### src/sv/pli_pkg.sv
`timescale 1ns / 1ps
`default_nettype none

package pli_pkg;

    localparam int MAX_POINTS_DEF = 64;
    localparam int DATA_W         = 32;
    localparam int IDX_W          = 6;
    localparam int CNT_W          = 7;
    localparam int REGION_W       = 2;
    localparam int Q_DEPTH        = 2;
    localparam int DIV_STEPS      = 2 * DATA_W;

    localparam logic FUNC_LOAD  = 1'b0;
    localparam logic FUNC_QUERY = 1'b1;

    localparam logic [REGION_W-1:0] REGION_INSIDE = 2'd0;
    localparam logic [REGION_W-1:0] REGION_LOW    = 2'd1;
    localparam logic [REGION_W-1:0] REGION_HIGH   = 2'd2;
    localparam logic [REGION_W-1:0] REGION_EMPTY  = 2'd3;

    // One classified command: a load carries (x, y) in a/b, a query its x in a.
    typedef struct packed {
        logic              op;
        logic [IDX_W-1:0]  idx;
        logic [DATA_W-1:0] a;
        logic [DATA_W-1:0] b;
    } t_cmd;

    typedef struct packed {
        logic valid;
        t_cmd cmd;
    } t_head;

endpackage

`default_nettype wire

### src/sv/pli_front.sv
`timescale 1ns / 1ps
`default_nettype none

module pli_front #(
    parameter int MAX_POINTS = pli_pkg::MAX_POINTS_DEF
) (
    input  wire logic                        i_clk,
    input  wire logic                        i_rst_n,
    input  wire logic                        i_in_valid,
    output logic                             o_in_stall,
    input  wire logic                        i_func,
    input  wire logic [pli_pkg::IDX_W-1:0]   i_point_index,
    input  wire logic [pli_pkg::DATA_W-1:0]  i_point_x,
    input  wire logic [pli_pkg::DATA_W-1:0]  i_point_y,
    input  wire logic [pli_pkg::DATA_W-1:0]  i_query_x,
    output pli_pkg::t_head                   o_head,
    input  wire logic                        i_pop
);
    import pli_pkg::*;

    localparam int PW = (Q_DEPTH > 1) ? $clog2(Q_DEPTH) : 1;
    localparam int CW = $clog2(Q_DEPTH + 1);

    t_cmd          r_q [Q_DEPTH];
    logic [PW-1:0] r_wr_ptr, n_wr_ptr;
    logic [PW-1:0] r_rd_ptr, n_rd_ptr;
    logic [CW-1:0] r_count,  n_count;

    t_cmd cmd;
    logic keep;
    logic full;
    logic push;
    logic pop;

    // Classify: pack the fields that the op needs, drop loads beyond the table.
    always_comb begin
        cmd.op  = i_func;
        cmd.idx = i_point_index;
        if (i_func == FUNC_LOAD) begin
            cmd.a = i_point_x;
            cmd.b = i_point_y;
            keep  = (32'(i_point_index) < 32'(MAX_POINTS));
        end else begin
            cmd.a = i_query_x;
            cmd.b = '0;
            keep  = 1'b1;
        end
    end

    assign full       = (r_count == CW'(Q_DEPTH));
    assign o_in_stall = full;
    assign push       = i_in_valid && !full && keep;
    assign pop        = i_pop && (r_count != '0);

    assign o_head.valid = (r_count != '0);
    assign o_head.cmd   = r_q[r_rd_ptr];

    always_comb begin
        n_wr_ptr = r_wr_ptr;
        n_rd_ptr = r_rd_ptr;
        n_count  = r_count;
        if (push) begin
            n_wr_ptr = (r_wr_ptr == PW'(Q_DEPTH - 1)) ? '0 : r_wr_ptr + 1'b1;
        end
        if (pop) begin
            n_rd_ptr = (r_rd_ptr == PW'(Q_DEPTH - 1)) ? '0 : r_rd_ptr + 1'b1;
        end
        if (push && !pop) begin
            n_count = r_count + 1'b1;
        end else if (pop && !push) begin
            n_count = r_count - 1'b1;
        end
    end

    always_ff @(posedge i_clk) begin
        if (!i_rst_n) begin
            r_wr_ptr <= '0;
            r_rd_ptr <= '0;
            r_count  <= '0;
        end else begin
            r_wr_ptr <= n_wr_ptr;
            r_rd_ptr <= n_rd_ptr;
            r_count  <= n_count;
        end
    end

    always_ff @(posedge i_clk) begin
        if (push) begin
            r_q[r_wr_ptr] <= cmd;
        end
    end

endmodule

`default_nettype wire

### config.mk
export PLATFORM = sky130hd
export DESIGN_NAME = pli_front
export DESIGN_NICKNAME = d
export VERILOG_FILES = /design/src/sv/pli_pkg.sv /design/src/sv/pli_front.sv
export SDC_FILE = /design/constraint.sdc
export NUM_CORES = 1
export LEC_CHECK = 0
export BUFFER_PORTS_ARGS = -buffer_cell sky130_fd_sc_hd__buf_2
export CORE_MARGIN = 1.5
export CORE_UTILIZATION = 45
export CTS_CLUSTER_DIAMETER = 150
export DETAILED_ROUTE_END_ITERATION = 8
export GPL_ROUTABILITY_DRIVEN = 0
export PLACE_DENSITY = 0.74
export SETUP_SLACK_MARGIN = 0.1
export SLEW_MARGIN = 20
export SYNTH_ARGS = -nofsm -noshare
export SYNTH_HDL_FRONTEND = slang
export SYNTH_SLANG_ARGS = --single-unit
### constraint.sdc
create_clock -name i_clk -period 6.5 [get_ports i_clk]
set_clock_uncertainty 0.15 [all_clocks]
set_input_delay 0 -clock i_clk [delete_from_list [all_inputs] [get_ports i_clk]]
set_output_delay 0 -clock i_clk [all_outputs]
set_load 0.005 [all_outputs]
==> flow_summary.yaml <==
run_status:
  status: "finished, final reports clean"
yosys:
  ys_ff_latch: 147
  synth_top_area_cell: "edfxtp_1"
  syn_area_um2: 5960
  yosys_warnings: 0
  avgSynthCellArea_um2: 18.8
  synth_nets: 425
  synthCells: 317
  ys.flop_type: "edfxtp_1"
  netlist.area_leader.share: 0.716
  yosys.cell_count.top_type: "edfxtp_1"
  ys_types: 25
  ys_async_sr_fraction: 0
  yosysSeqAreaShare: 0.733
  synth.top_cells.by_count: "142 x edfxtp_1, 98 x mux2_1, 32 x nor2b_1"
  synth_enable_flop_cells: 142
  synth_area_leaders: "edfxtp_1 72%, mux2_1 19%, nor2b_1 3.4%, dfxtp_1 1.7%, buf_4 1.3%"
route:
  drtIter0Drc: 168
  via_count: 3763
  drt-vias-per-instance: 4.75
  drt_pre_antenna_iters: 4
  antenna_left: 0
  route.detailed.drc: 0
  routed_wl_mm: 12.4
  wire_per_inst_um: 15.6
grt:
  antenna_found_initial: 0
  grt_max_degree: 72
  grt_pass1_vias: 4062
  grt_usage: 0.185
  grt_pass1_wl_mm: 19.7
  gr-total-overflow: 0
sta:
  fmax_ghz: 0.428
  fin_crit_ns: 2.34
  final.period_utilization: 0.360
  hold-worst-slack_ns: 0.160
  grt_setup_unrepaired: "false"
  maxSlewHeadroom: 0.314
  worst_pin_slew_ns: 1.03
  hold_viol: 0
  setup_tns_ns: 0
  setup_viol: 0
  slew_violations: 0
clocking:
  cts_resized: 0
  h-tree-depth: 4
  clock_tree.root_cell: "clkbuf_16"
  cts_setup_buffers: 0
  hold_buffers: 106
  cts_buffer_depth: 2
  worstSkewPairLatency_ns: 0.41
  cts_sinks: 147
  cts_tree: "yes"
  clk_pin_slew_ns: 0.06
  cts_made_buffers: 17
worst_setup_path:
  crit_path_end_kind: "register"
  cp_slowest_cell: "buf_4"
  max_stage_delay_ns: 0.74
  critPathKind: "reg -> reg"
  cp_cell_sequence: "nand2b_1, inv_2, nor3_4, buf_4"
  startpoint_type: "register"
  path_max_fanout: 65
  arrival_ns: 2.22
  worstPathRequired_ns: 6.38
finish:
  finish.utilization: 0.675
  final-seq-area_um2: 4370
  fin_cells: 793
  final_nets: 716
  nFillCells: 852
  area_growth_pct: 44.8
  multi_input_area_um2: 1500
  drive_above_1_share: 0.351
  antenna_cells: 0
power:
  p_leak_nw: 3.38
  power.switching_mw: 0.699
  vdd_drop_max_uv: 248
  combPwrFrac: 0.208
  clkPwrFrac: 0.327
  p_seq_frac: 0.465
  p_sw_frac: 0.250
  internal-power_mw: 2.10
  p_per_area_nw_per_um2: 325
floorplan:
  fp-row-count: 41
  die_area_um2: 13900
  ios: 180
  start_util: 0.466
  die_w_um: 118
  die_h_um: 118
  core_um2: 12800
placed_design:
  dp_cells: 655
  dpl.hpwl_mm: 6.67
  portBuffers: 179
hold_path:
  worstHoldPathType: "in -> reg"
job:
  cap_violations: 0
==> flip-flops by register name, summed over array words and instances, names as in the netlist, named ones only <==
| register | count |
|---|---|
| r_wr_ptr | 1 |
| r_count | 2 |
| r_rd_ptr | 1 |
| r_q | 142 |
==> layout make-up <==
| cell class | instances | area share |
|---|---|---|
| sequential | 147 | 0.506 |
| inverter | 2 | 0.000870 |
| clock inverter | 5 | 0.00580 |
| clock buffer | 27 | 0.0595 |
| tap | 172 | 0.0249 |
| multi-input combinational | 153 | 0.174 |
| timing repair buffer | 287 | 0.229 |
==> placed cells by master (no fill, tap or decap), drive strengths merged <==
master,instances
or2,1
clkinv,4
or3,1
nor2b,32
dfxtp,5
nor2,1
dlygate4sd3,106
nand2b,1
o21ai,2
clkbuf,27
xor2,1
ha,1
edfxtp,142
xnor2,2
and2,3
bufinv,1
buf,181
o21a,1
nor3,1
and3,1
inv,2
mux2,103
a21boi,2
==> logic make-up after synthesis <==
group,share of synthesized area
adder cells (fa/ha/maj),0.00210
multiplexers,0.195
AO/OA/AOI/OAI,0.00546
flip-flops,0.733
AND/OR/NAND/NOR,0.0433
XOR/XNOR,0.00441
buffers and inverters,0.0174
==> worst max-delay path: cells and delay by family, from the launching register on <==
family | cells | cell delay (ns)
flip-flops | 1 | 0.40
AND/OR/NAND/NOR | 2 | 0.52
buffers and inverters | 2 | 0.82
==> stage by stage <==
stage | setup slack (ns) | instance area [um^2] | power [mW]
after global placement | 4.26 | 7000 | 1.83
after global routing | 4.03 | 8630 | 2.93
after detailed placement | 4.17 | 7000 | 1.84
final | 4.16 | 8630 | 2.80
after CTS | 4.15 | 8630 | 2.82
after floorplan | 2.53 | 5960 | 1.60
==> power groups by stage <==
stage	clock network (mW)	registers [mW]	logic [mW]
after floorplan	0	1.25	0.353
after global placement	0	1.31	0.516
after detailed placement	0	1.32	0.523
after CTS	0.933	1.30	0.586
after global routing	0.978	1.32	0.635
final	0.917	1.30	0.582
==> routing by layer <==
| layer | vias to the layer above | GRT usage | part of all wire |
|---|---|---|---|
| li1 | 1790 | - | - |
| met3 | 22 | 0.0649 | 0.063 |
| met2 | 141 | 0.320 | 0.51 |
| met4 | 0 | 0.0671 | 0.016 |
| met1 | 1810 | 0.213 | 0.41 |
| met5 | - | 0 | 0 |
==> final timing paths <==
path	to	start	cells after the start	slack [ns]
worst min-delay path	r_q[1][66]$_DFFE_PP_	i_point_index[2]	2	0.16
worst max-delay path	r_q[0][0]$_DFFE_PP_	r_count[0]$_SDFFE_PN0P_	4	4.16
worst min register to register	r_count[1]$_SDFFE_PN0P_	r_count[1]$_SDFFE_PN0P_	2	0.40
worst max register to register	r_q[0][0]$_DFFE_PP_	r_count[0]$_SDFFE_PN0P_	4	4.16
(Power assumes the default switching activity.)
